===== src/rtl/assert_macros.svh =====
// Assertion macros shared by the matrix multiply engine RTL.
// No dependencies; included by files that carry concurrent assertions.
`ifndef ASSERT_MACROS_SVH
`define ASSERT_MACROS_SVH

// Clocked property, disabled while reset is asserted
`define MME_ASSERT(lbl, clk, rst_n, prop, msg) \
  lbl: assert property (@(posedge clk) disable iff (!rst_n) (prop)) else $error(msg);

// Condition that must never hold outside reset
`define MME_ASSERT_NEVER(lbl, clk, rst_n, cond, msg) \
  `MME_ASSERT(lbl, clk, rst_n, !(cond), msg)

`endif


===== src/rtl/mme_pkg.sv =====
// Shared types and constants of the matrix multiply engine.
// No dependencies; used by the interfaces and all modules.
package mme_pkg;

  localparam int ENTRY_W   = 24;  // Q8.16 operand entry
  localparam int PROD_W    = 48;  // exact product of two entries
  localparam int RES_W     = 32;  // Q16.16 result
  localparam int IDX_W     = 3;   // row and column fields on the ports
  localparam int KIND_W    = 2;
  localparam int DIM_W     = 4;   // dimension registers
  localparam int CFG_IDX_W = 2;

  localparam logic signed [RES_W-1:0] SAT_MAX = {1'b0, {(RES_W-1){1'b1}}};
  localparam logic signed [RES_W-1:0] SAT_MIN = {1'b1, {(RES_W-1){1'b0}}};

  // Input item kinds; the fourth code is ignored
  typedef enum logic [KIND_W-1:0] {
    KIND_LEFT    = 2'd0,
    KIND_RIGHT   = 2'd1,
    KIND_COMPUTE = 2'd2
  } kind_e;

  // Configuration register indexes
  typedef enum logic [CFG_IDX_W-1:0] {
    CFG_LEFT_ROWS  = 2'd0,
    CFG_INNER_SIZE = 2'd1,
    CFG_RIGHT_COLS = 2'd2
  } cfg_reg_e;

  // Tag that travels with each operand pair through the MAC
  typedef struct packed {
    logic vld;
    logic first;
    logic last;
  } mac_ctrl_t;

endpackage


===== src/rtl/mme_if.sv =====
// Valid/ready channel interfaces of the matrix multiply engine.
// Depends on mme_pkg for field widths.
interface mme_in_if import mme_pkg::*; ();
  logic                      valid;
  logic                      ready;
  logic [KIND_W-1:0]         kind;
  logic [IDX_W-1:0]          load_row;
  logic [IDX_W-1:0]          load_col;
  logic signed [ENTRY_W-1:0] entry_value;

  modport source (output valid, kind, load_row, load_col, entry_value, input ready);
  modport sink   (input valid, kind, load_row, load_col, entry_value, output ready);
endinterface

interface mme_out_if import mme_pkg::*; ();
  logic                    valid;
  logic                    ready;
  logic signed [RES_W-1:0] product_value;
  logic [IDX_W-1:0]        out_row;
  logic [IDX_W-1:0]        out_col;
  logic                    last;
  logic                    saturated;

  modport source (output valid, product_value, out_row, out_col, last, saturated,
                  input ready);
  modport sink   (input valid, product_value, out_row, out_col, last, saturated,
                  output ready);
endinterface

interface mme_cfg_if import mme_pkg::*; ();
  logic                 valid;
  logic                 ready;
  logic [CFG_IDX_W-1:0] reg_index;
  logic [DIM_W-1:0]     wdata;

  modport source (output valid, reg_index, wdata, input ready);
  modport sink   (input valid, reg_index, wdata, output ready);
endinterface


===== src/rtl/mme_store.sv =====
// Operand store: one write port, one registered read port.
// Depends on mme_pkg for the entry width.
module mme_store import mme_pkg::*; #(
  parameter int Depth = 64,
  localparam int AW = $clog2(Depth)
) (
  input  logic                      clk_i,
  input  logic                      we_i,
  input  logic [AW-1:0]             waddr_i,
  input  logic signed [ENTRY_W-1:0] wdata_i,
  input  logic [AW-1:0]             raddr_i,
  output logic signed [ENTRY_W-1:0] rdata_o
);

  logic signed [ENTRY_W-1:0] mem_q [Depth];
  logic signed [ENTRY_W-1:0] rdata_q;

  // Write on load, read every cycle
  always_ff @(posedge clk_i) begin
    if (we_i) begin
      mem_q[waddr_i] <= wdata_i;
    end
    rdata_q <= mem_q[raddr_i];
  end

  assign rdata_o = rdata_q;

endmodule


===== src/rtl/mme_mac.sv =====
// Shared multiply-accumulate unit with floor shift and 32-bit saturation.
// Depends on mme_pkg for widths, saturation limits and the control tag.
module mme_mac import mme_pkg::*; #(
  parameter int FracBits = 16,
  parameter int AccW     = 51
) (
  input  logic                      clk_i,
  input  logic                      rst_ni,
  input  mac_ctrl_t                 ctrl_i,
  input  logic signed [ENTRY_W-1:0] a_i,
  input  logic signed [ENTRY_W-1:0] b_i,
  output logic                      done_o,
  output logic signed [RES_W-1:0]   value_o,
  output logic                      sat_o
);

  mac_ctrl_t                ctrl_q;
  logic signed [PROD_W-1:0] prod_q;
  logic signed [AccW-1:0]   acc_q, acc_d;
  logic                     done_q;
  logic signed [AccW-1:0]   shifted;
  logic [AccW-RES_W:0]      hi_bits;
  logic                     ovf;

  // Multiply stage
  always_ff @(posedge clk_i) begin
    prod_q <= a_i * b_i;
  end

  // Restart the sum on the first term, add otherwise
  always_comb begin
    acc_d = acc_q;
    if (ctrl_q.vld) begin
      if (ctrl_q.first) begin
        acc_d = AccW'(prod_q);
      end else begin
        acc_d = acc_q + AccW'(prod_q);
      end
    end
  end

  always_ff @(posedge clk_i or negedge rst_ni) begin
    if (!rst_ni) begin
      ctrl_q <= '0;
      acc_q  <= '0;
      done_q <= 1'b0;
    end else begin
      ctrl_q <= ctrl_i;
      acc_q  <= acc_d;
      done_q <= ctrl_q.vld && ctrl_q.last;
    end
  end

  // Drop fraction bits toward minus infinity, then clip to 32 bits
  assign shifted = acc_q >>> FracBits;
  assign hi_bits = shifted[AccW-1:RES_W-1];
  assign ovf     = !((&hi_bits) || !(|hi_bits));

  assign done_o  = done_q;
  assign sat_o   = ovf;
  assign value_o = ovf ? (shifted[AccW-1] ? SAT_MIN : SAT_MAX) : shifted[RES_W-1:0];

endmodule


===== src/rtl/matrix_multiply_engine.sv =====
// Top level of the matrix multiply engine: sequencer, operand stores and MAC.
// Depends on mme_pkg, mme_if, mme_store, mme_mac and assert_macros.svh.
//
// Usage:
//   cfg_i  sets left_rows, inner_size and right_cols (indexes 0, 1, 2); it is
//          always ready. Write it only while no compute item is in flight.
//   in_i   takes load items (kind 0 left, kind 1 right) and compute items
//          (kind 2). The next item may follow a load at once; loads outside
//          MAX_DIM and kind 3 are dropped.
//   out_o  gives the product in row-major order, one transfer per entry,
//          with last set on the final entry.
// A compute item holds in_i.ready low until its last result is transferred.
// Each entry runs the shared multiplier over the inner dimension, one term a
// cycle, then passes the store read, multiply and accumulate registers before
// its result is loaded into the output register.
// A stalled out_o holds the finished entry and pauses the sequencer.
// Reset sets all dimensions to 8 and returns to idle; store contents are
// undefined until loaded.
module matrix_multiply_engine import mme_pkg::*; #(
  parameter int MAX_DIM   = 8,
  parameter int FRAC_BITS = 16
) (
  input  logic      clk_i,
  input  logic      rst_ni,
  mme_in_if.sink    in_i,
  mme_out_if.source out_o,
  mme_cfg_if.sink   cfg_i
);

  localparam int DEPTH = MAX_DIM * MAX_DIM;
  localparam int AW    = $clog2(DEPTH);
  localparam int IW    = $clog2(MAX_DIM);
  localparam int ACC_W = PROD_W + $clog2(MAX_DIM);
  localparam logic [DIM_W-1:0] DIM_RESET = DIM_W'(8);

  typedef enum logic [3:0] {
    ST_IDLE  = 4'b0001,
    ST_ISSUE = 4'b0010,
    ST_WAIT  = 4'b0100,
    ST_OUT   = 4'b1000
  } state_e;

  // Last index of a dimension, after clamping to 1..MAX_DIM
  function automatic logic [IW-1:0] dim_lim(input logic [DIM_W-1:0] v);
    logic [IW-1:0] l;
    if (v == '0) begin
      l = '0;
    end else if (32'(v) > MAX_DIM) begin
      l = IW'(MAX_DIM - 1);
    end else begin
      l = IW'(v - 1'b1);
    end
    return l;
  endfunction

  state_e state_q, state_d;
  logic [DIM_W-1:0] rows_q, inner_q, cols_q;
  logic [IW-1:0] r_q, r_d, c_q, c_d, k_q, k_d;
  logic [IW-1:0] r_lim, c_lim, k_lim;
  mac_ctrl_t     iss_ctrl_q, iss_ctrl_d;

  logic                      in_xfer, out_xfer, in_range;
  logic                      left_we, right_we;
  logic [AW-1:0]             waddr, left_raddr, right_raddr;
  logic signed [ENTRY_W-1:0] left_rdata, right_rdata;

  logic                    mac_done, mac_sat;
  logic signed [RES_W-1:0] mac_value;

  logic                    out_valid_q;
  logic signed [RES_W-1:0] value_q;
  logic [IDX_W-1:0]        row_q, col_q;
  logic                    last_q, sat_q;

  assign in_xfer  = in_i.valid && in_i.ready;
  assign out_xfer = out_o.valid && out_o.ready;

  // Configuration registers
  assign cfg_i.ready = 1'b1;

  always_ff @(posedge clk_i or negedge rst_ni) begin
    if (!rst_ni) begin
      rows_q  <= DIM_RESET;
      inner_q <= DIM_RESET;
      cols_q  <= DIM_RESET;
    end else if (cfg_i.valid && cfg_i.ready) begin
      unique case (cfg_reg_e'(cfg_i.reg_index))
        CFG_LEFT_ROWS:  rows_q  <= cfg_i.wdata;
        CFG_INNER_SIZE: inner_q <= cfg_i.wdata;
        CFG_RIGHT_COLS: cols_q  <= cfg_i.wdata;
        default: ;
      endcase
    end
  end

  assign r_lim = dim_lim(rows_q);
  assign k_lim = dim_lim(inner_q);
  assign c_lim = dim_lim(cols_q);

  // Load decode
  assign in_range = (32'(in_i.load_row) < MAX_DIM) && (32'(in_i.load_col) < MAX_DIM);
  assign waddr    = AW'(in_i.load_row * MAX_DIM + in_i.load_col);

  always_comb begin
    left_we  = 1'b0;
    right_we = 1'b0;
    unique case (kind_e'(in_i.kind))
      KIND_LEFT:    left_we  = in_xfer && in_range;
      KIND_RIGHT:   right_we = in_xfer && in_range;
      KIND_COMPUTE: ;
      default: ;
    endcase
  end

  assign left_raddr  = AW'(r_q * MAX_DIM + k_q);
  assign right_raddr = AW'(k_q * MAX_DIM + c_q);

  mme_store #(.Depth(DEPTH)) u_left_store (
    .clk_i   (clk_i),
    .we_i    (left_we),
    .waddr_i (waddr),
    .wdata_i (in_i.entry_value),
    .raddr_i (left_raddr),
    .rdata_o (left_rdata)
  );

  mme_store #(.Depth(DEPTH)) u_right_store (
    .clk_i   (clk_i),
    .we_i    (right_we),
    .waddr_i (waddr),
    .wdata_i (in_i.entry_value),
    .raddr_i (right_raddr),
    .rdata_o (right_rdata)
  );

  mme_mac #(.FracBits(FRAC_BITS), .AccW(ACC_W)) u_mac (
    .clk_i   (clk_i),
    .rst_ni  (rst_ni),
    .ctrl_i  (iss_ctrl_q),
    .a_i     (left_rdata),
    .b_i     (right_rdata),
    .done_o  (mac_done),
    .value_o (mac_value),
    .sat_o   (mac_sat)
  );

  // Sequencer over rows, columns and inner terms
  always_comb begin
    state_d    = state_q;
    r_d        = r_q;
    c_d        = c_q;
    k_d        = k_q;
    iss_ctrl_d = '0;
    unique case (state_q)
      ST_IDLE: begin
        if (in_xfer && (kind_e'(in_i.kind) == KIND_COMPUTE)) begin
          r_d     = '0;
          c_d     = '0;
          k_d     = '0;
          state_d = ST_ISSUE;
        end
      end
      ST_ISSUE: begin
        iss_ctrl_d.vld   = 1'b1;
        iss_ctrl_d.first = (k_q == '0);
        iss_ctrl_d.last  = (k_q == k_lim);
        if (k_q == k_lim) begin
          state_d = ST_WAIT;
        end else begin
          k_d = k_q + IW'(1);
        end
      end
      ST_WAIT: begin
        if (mac_done) begin
          state_d = ST_OUT;
        end
      end
      ST_OUT: begin
        if (out_xfer) begin
          k_d = '0;
          if (c_q == c_lim) begin
            c_d = '0;
            if (r_q == r_lim) begin
              state_d = ST_IDLE;
            end else begin
              r_d     = r_q + IW'(1);
              state_d = ST_ISSUE;
            end
          end else begin
            c_d     = c_q + IW'(1);
            state_d = ST_ISSUE;
          end
        end
      end
      default: state_d = ST_IDLE;
    endcase
  end

  always_ff @(posedge clk_i or negedge rst_ni) begin
    if (!rst_ni) begin
      state_q    <= ST_IDLE;
      r_q        <= '0;
      c_q        <= '0;
      k_q        <= '0;
      iss_ctrl_q <= '0;
    end else begin
      state_q    <= state_d;
      r_q        <= r_d;
      c_q        <= c_d;
      k_q        <= k_d;
      iss_ctrl_q <= iss_ctrl_d;
    end
  end

  assign in_i.ready = (state_q == ST_IDLE);

  // Output register: load on MAC completion, drop after transfer
  always_ff @(posedge clk_i or negedge rst_ni) begin
    if (!rst_ni) begin
      out_valid_q <= 1'b0;
    end else if (state_q == ST_WAIT && mac_done) begin
      out_valid_q <= 1'b1;
    end else if (out_xfer) begin
      out_valid_q <= 1'b0;
    end
  end

  always_ff @(posedge clk_i) begin
    if (state_q == ST_WAIT && mac_done) begin
      value_q <= mac_value;
      sat_q   <= mac_sat;
      row_q   <= IDX_W'(r_q);
      col_q   <= IDX_W'(c_q);
      last_q  <= (r_q == r_lim) && (c_q == c_lim);
    end
  end

  assign out_o.valid         = out_valid_q;
  assign out_o.product_value = value_q;
  assign out_o.out_row       = row_q;
  assign out_o.out_col       = col_q;
  assign out_o.last          = last_q;
  assign out_o.saturated     = sat_q;

  // Checks
  `include "assert_macros.svh"

  `MME_ASSERT_NEVER(a_in_blocked, clk_i, rst_ni, in_i.ready && out_o.valid, "input open with result")
  `MME_ASSERT_NEVER(a_done_in_wait, clk_i, rst_ni, mac_done && state_q != ST_WAIT, "stray done")
  `MME_ASSERT(a_idle_after_last, clk_i, rst_ni, out_xfer && out_o.last |=> in_i.ready, "not idle")

endmodule


===== src/flat_wrapper.sv =====
// flat-port wrapper written by rule: the top's interface ports become plain ports
module matrix_multiply_engine_flat import mme_pkg::*;
#(
  parameter int MAX_DIM   = 8,
  parameter int FRAC_BITS = 16
)
  (clk_i, rst_ni, in_i_valid, in_i_kind, in_i_load_row, in_i_load_col, in_i_entry_value, in_i_ready, out_o_valid, out_o_product_value, out_o_out_row, out_o_out_col, out_o_last, out_o_saturated, out_o_ready, cfg_i_valid, cfg_i_reg_index, cfg_i_wdata, cfg_i_ready);
  mme_in_if in_i_i ();
  mme_out_if out_o_i ();
  mme_cfg_if cfg_i_i ();
  input  logic clk_i;
  input  logic rst_ni;
  input wire logic [$bits(in_i_i.valid)-1:0] in_i_valid;
  input wire logic [$bits(in_i_i.kind)-1:0] in_i_kind;
  input wire logic [$bits(in_i_i.load_row)-1:0] in_i_load_row;
  input wire logic [$bits(in_i_i.load_col)-1:0] in_i_load_col;
  input wire logic [$bits(in_i_i.entry_value)-1:0] in_i_entry_value;
  output wire logic [$bits(in_i_i.ready)-1:0] in_i_ready;
  output wire logic [$bits(out_o_i.valid)-1:0] out_o_valid;
  output wire logic [$bits(out_o_i.product_value)-1:0] out_o_product_value;
  output wire logic [$bits(out_o_i.out_row)-1:0] out_o_out_row;
  output wire logic [$bits(out_o_i.out_col)-1:0] out_o_out_col;
  output wire logic [$bits(out_o_i.last)-1:0] out_o_last;
  output wire logic [$bits(out_o_i.saturated)-1:0] out_o_saturated;
  input wire logic [$bits(out_o_i.ready)-1:0] out_o_ready;
  input wire logic [$bits(cfg_i_i.valid)-1:0] cfg_i_valid;
  input wire logic [$bits(cfg_i_i.reg_index)-1:0] cfg_i_reg_index;
  input wire logic [$bits(cfg_i_i.wdata)-1:0] cfg_i_wdata;
  output wire logic [$bits(cfg_i_i.ready)-1:0] cfg_i_ready;
  assign in_i_i.valid = in_i_valid;
  assign in_i_i.kind = in_i_kind;
  assign in_i_i.load_row = in_i_load_row;
  assign in_i_i.load_col = in_i_load_col;
  assign in_i_i.entry_value = in_i_entry_value;
  assign in_i_ready = in_i_i.ready;
  assign out_o_valid = out_o_i.valid;
  assign out_o_product_value = out_o_i.product_value;
  assign out_o_out_row = out_o_i.out_row;
  assign out_o_out_col = out_o_i.out_col;
  assign out_o_last = out_o_i.last;
  assign out_o_saturated = out_o_i.saturated;
  assign out_o_i.ready = out_o_ready;
  assign cfg_i_i.valid = cfg_i_valid;
  assign cfg_i_i.reg_index = cfg_i_reg_index;
  assign cfg_i_i.wdata = cfg_i_wdata;
  assign cfg_i_ready = cfg_i_i.ready;
  matrix_multiply_engine #(.MAX_DIM(MAX_DIM), .FRAC_BITS(FRAC_BITS)) u_core (.clk_i(clk_i), .rst_ni(rst_ni), .in_i(in_i_i), .out_o(out_o_i), .cfg_i(cfg_i_i));
endmodule

===== config.mk =====
export PLATFORM = sky130hd
export DESIGN_NAME = matrix_multiply_engine_flat
export DESIGN_NICKNAME = d
export VERILOG_FILES = /design/src/rtl/mme_pkg.sv /design/src/rtl/mme_if.sv /design/src/rtl/mme_store.sv /design/src/rtl/mme_mac.sv /design/src/rtl/matrix_multiply_engine.sv /design/src/flat_wrapper.sv
export VERILOG_INCLUDE_DIRS = /design/src /design/src/rtl
export SDC_FILE = /design/constraint.sdc
export NUM_CORES = 2
export LEC_CHECK = 0
export BUFFER_PORTS_ARGS = -buffer_cell sky130_fd_sc_hd__buf_2
export CAP_MARGIN = 10
export CORE_MARGIN = 2
export CORE_UTILIZATION = 65
export CTS_BUF_LIST = sky130_fd_sc_hd__clkbuf_4 sky130_fd_sc_hd__clkbuf_8
export DETAILED_ROUTE_END_ITERATION = 7
export PLACE_DENSITY_LB_ADDON = 0.05
export SETUP_SLACK_MARGIN = 0.02
export SLEW_MARGIN = 10
export SYNTH_ARGS = -nofsm -noshare
export SYNTH_HDL_FRONTEND = slang
export SYNTH_SLANG_ARGS = --single-unit

===== constraint.sdc =====
create_clock -name clk_i -period 9 [get_ports clk_i]
set_input_delay 1.35 -clock clk_i [delete_from_list [all_inputs] [get_ports clk_i]]
set_output_delay 1.35 -clock clk_i [all_outputs]
set_load 0.01 [all_outputs]

==> run metrics <==
Detailed Route WL 365,500 µm; Setup crit start kind flip-flop; largest net degree at the start of global routing 146; first-pass GRT wire length roughly 530,000 µm; final net count slightly above 9,000; Rel. slew slack 14.57%; Yosys reg bits about 3,300; r2r setup slk 1.31 ns; most frequent cells in the layout 3,112 x edfxtp_1, 1,008 x mux4_2, 624 x inv_1, 608 x fa_1, 556 x clkbuf_8; final setup fails 0; die area around 230,000 µm²; H-tree levels 6; CP max FO 24; core footprint around 230,000 µm²; CP top delay family adder cells; YS warnings 0; CP max-delay cell dfxtp_1; CTS buffer count between 500 and 600; most common cell after layout, fill and taps aside edfxtp_1; vias per inst 6.581; Seq/Total Area, Yosys 65.75%; postcts setup bufs 0; max incr delay on CP about 0.84 ns; actual slew at the worst max-slew pin 1.280 ns; Net Count, Synth 8,669; Rows 175; final-report hold violation count 0; Worst EP arrival roughly 8.7 ns; CTS tree yes; Total GRT Usage between 30% and 40%; syn_area_per_cell 18.94 µm²; unrepaired setup endpoints after global routing false; DRC 0; proportion of layout cells with a drive suffix above 1 26.47%; fin crit share 85.40%; CTS Root Cell clkbuf_8; most frequent CP cell fa_1; Fill cells 13,640; CTS resizes 0; crit path kind flip-flop to flip-flop; Wirelength per Cell 31.31 µm; Min Clock Period, post-route 7.686 ns; FF-to-FF path depth 21; Fmax 130.1 MHz; RR Endpoint u_core.u_mac.prod_q[44]$_DFF_P_; synthesized cell area ~150,000 µm²; Starting Density 65.29%; vias in the first global route about 79,000; CP Buf/Inv Count 3; status finished clean; Post-DP HPWL about 220,000 µm; die height 481.6 µm; Mapped Cells 7,827; crit path capture type flip-flop; DR vias about 77,000; Longest Clk Path Bufs 4; Die W 481.6 µm; Slew Limit Fails 0; top_reg_cell synth edfxtp_1; DRT Pass-1 Iters 5; hold crit path type input port to asynchronous set/reset pin; gpl congestion between 0.8 and 0.9; CP Cell Sequence nand2_1 > inv_1 > fa_1 > fa_1 > inv_1 > fa_1 > inv_1 > fa_1 > fa_1 > fa_1 > fa_1 > ha_1 > a21o_1 > a21o_1 > a21oi_1 > o21bai_1 > a21o_1 > a21oi_1 > nor2_1 > a2111oi_2 > xnor2_1; IO buf count 84; CTS Hold Bufs 0; worst skew pair latency between 1 and 1.5 ns; clock slew at reported path FFs approximately 0.060 ns; clock skew 0.07794 ns; Layout area overhead 10.08%; antenna viol nets, final 0; max-cap violations 0; grt ovf 0; Crit path required time 9.97 ns; Netlist cell types 92; R2R Path Start u_core.u_left_store.rdata_o[23]$_DFF_P_; clk sinks 3,292; ys async rst share ~2.6%; I/O Pins 86; Initial DRC Count 9,755; antenna violations before repair 36; EDFF count, synth 3,112; Fin Setup TNS 0 ns
-- cells in the mapped netlist (26+ instances only) --
| cell type | instances | area (µm²) |
|---|---|---|
| o21ai_0 | 84 | 420.4 |
| clkbuf_1 | 245 | 919.6 |
| edfxtp_1 | 3112 | 93450 |
| xnor2_1 | 56 | 490.5 |
| mux4_2 | 1008 | 22700 |
| nand2_1 | 395 | 1483 |
| dfrtp_1 | 80 | 2002 |
| buf_1 | 36 | 135.1 |
| buf_2 | 90 | 450.4 |
| xor2_1 | 39 | 341.6 |
| and2_1 | 287 | 1795 |
| fa_1 | 608 | 12170 |
| ha_1 | 191 | 2390 |
| a21o_1 | 91 | 683.2 |
| nand3_1 | 44 | 220.2 |
| nor2_1 | 265 | 994.7 |
| dfxtp_1 | 96 | 1922 |
| a31oi_1 | 26 | 162.7 |
| a21oi_1 | 137 | 685.7 |
| inv_1 | 625 | 2346 |
-- area by class of cell --
type	instances	area, µm²	area share (%)
Inverter	628	2365	1.449
Tap cell	3009	3765	2.307
Sequential cell	3292	97510	59.75
Clock buffer	718	8869	5.434
Multi-Input combinational cell	3531	47360	29.02
Clock inverter	196	1127	0.6908
Antenna cell	10	25.02	0.01533
Timing Repair Buffer	287	2182	1.337
-- sequential cells by signal, summed over array words and instances, names as in the netlist --
name	flops
u_core.u_left_store.mem_q	1536
u_core.u_right_store.mem_q	1536
u_core.u_mac.acc_q	51
u_core.u_mac.prod_q	48
u_core.out_o.product_value	32
u_core.u_left_store.rdata_o	24
u_core.u_right_store.rdata_o	24
u_core.cols_q	4
u_core.inner_q	4
u_core.rows_q	4
u_core.state_q	4
u_core.c_q	3
u_core.iss_ctrl_q	3
u_core.k_q	3
u_core.out_o.out_col	3
u_core.out_o.out_row	3
u_core.r_q	3
u_core.u_mac.ctrl_q	3
u_core.out_o.last	1
u_core.out_o.saturated	1
u_core.out_o.valid	1
u_core.u_mac.done_o	1
-- worst register-to-register path: stages (launching register included) --
cell	delay [ns]
dfxtp_1	0.84
nand2_1	0.21
inv_1	0.18
fa_1	0.54
fa_1	0.64
inv_1	0.21
fa_1	0.78
inv_1	0.27
fa_1	0.52
fa_1	0.58
fa_1	0.43
fa_1	0.44
ha_1	0.40
a21o_1	0.20
a21o_1	0.16
a21oi_1	0.18
o21bai_1	0.08
a21o_1	0.17
a21oi_1	0.16
nor2_1	0.07
a2111oi_2	0.39
xnor2_1	0.16
-- through the flow --
stage | utilization, % | worst slack, ns | area [µm²] | hold WS (ns) | instances
global placement | 67.45 | 1.402 | 153200 | 0.3329 | 10750
global route | 71.87 | 0.8612 | 163200 | 0.2572 | 11670
finish | 71.87 | 1.314 | 163200 | 0.2674 | 11670
floorplan | - | 2.176 | 148300 | 0.3312 | 7827
CTS | 71.85 | 1.324 | 163200 | 0.1867 | 11660
detailed placement | 67.45 | 1.352 | 153200 | 0.3389 | 10750
-- layer usage --
metal,track usage [%],wire length (µm),vias to the layer above
met5,0,94,-
met2,49.88,175300,4346
met3,6.681,38380,705
met1,47.12,139300,40680
li1,-,-,31070
met4,11.02,12390,14
-- cells by family (layout without fill, tap and decap cells) --
logic type,after synthesis,count (layout),synth area share [%]
xor+xnor,95,95,0.5612
mux,1026,1026,15.44
compound gates,470,470,2.071
fa+ha+maj,801,801,9.835
simple gates,1138,1138,3.701
flops,3292,3292,65.75
other cells,1,11,0.002529
buf+inv,1004,1829,2.636
-- worst max-delay path by stage --
stage               slack (ns)                              end                                     from  cells after the start
finish                    1.31  u_core.u_mac.prod_q[44]$_DFF_P_  u_core.u_left_store.rdata_o[23]$_DFF_P_                     21
global route              0.86  u_core.u_mac.prod_q[44]$_DFF_P_  u_core.u_left_store.rdata_o[23]$_DFF_P_                     21
CTS                       1.32  u_core.u_mac.prod_q[44]$_DFF_P_  u_core.u_left_store.rdata_o[23]$_DFF_P_                     21
detailed placement        1.35  u_core.u_mac.prod_q[44]$_DFF_P_  u_core.u_left_store.rdata_o[23]$_DFF_P_                     21
global placement          1.40  u_core.u_mac.prod_q[44]$_DFF_P_  u_core.u_left_store.rdata_o[23]$_DFF_P_                     21
floorplan                 2.18  u_core.u_mac.prod_q[44]$_DFF_P_  u_core.u_left_store.rdata_o[23]$_DFF_P_                     22
Power is not shown: default switching activity piles up to over one toggle a cycle in this logic, so the estimate is an artifact.
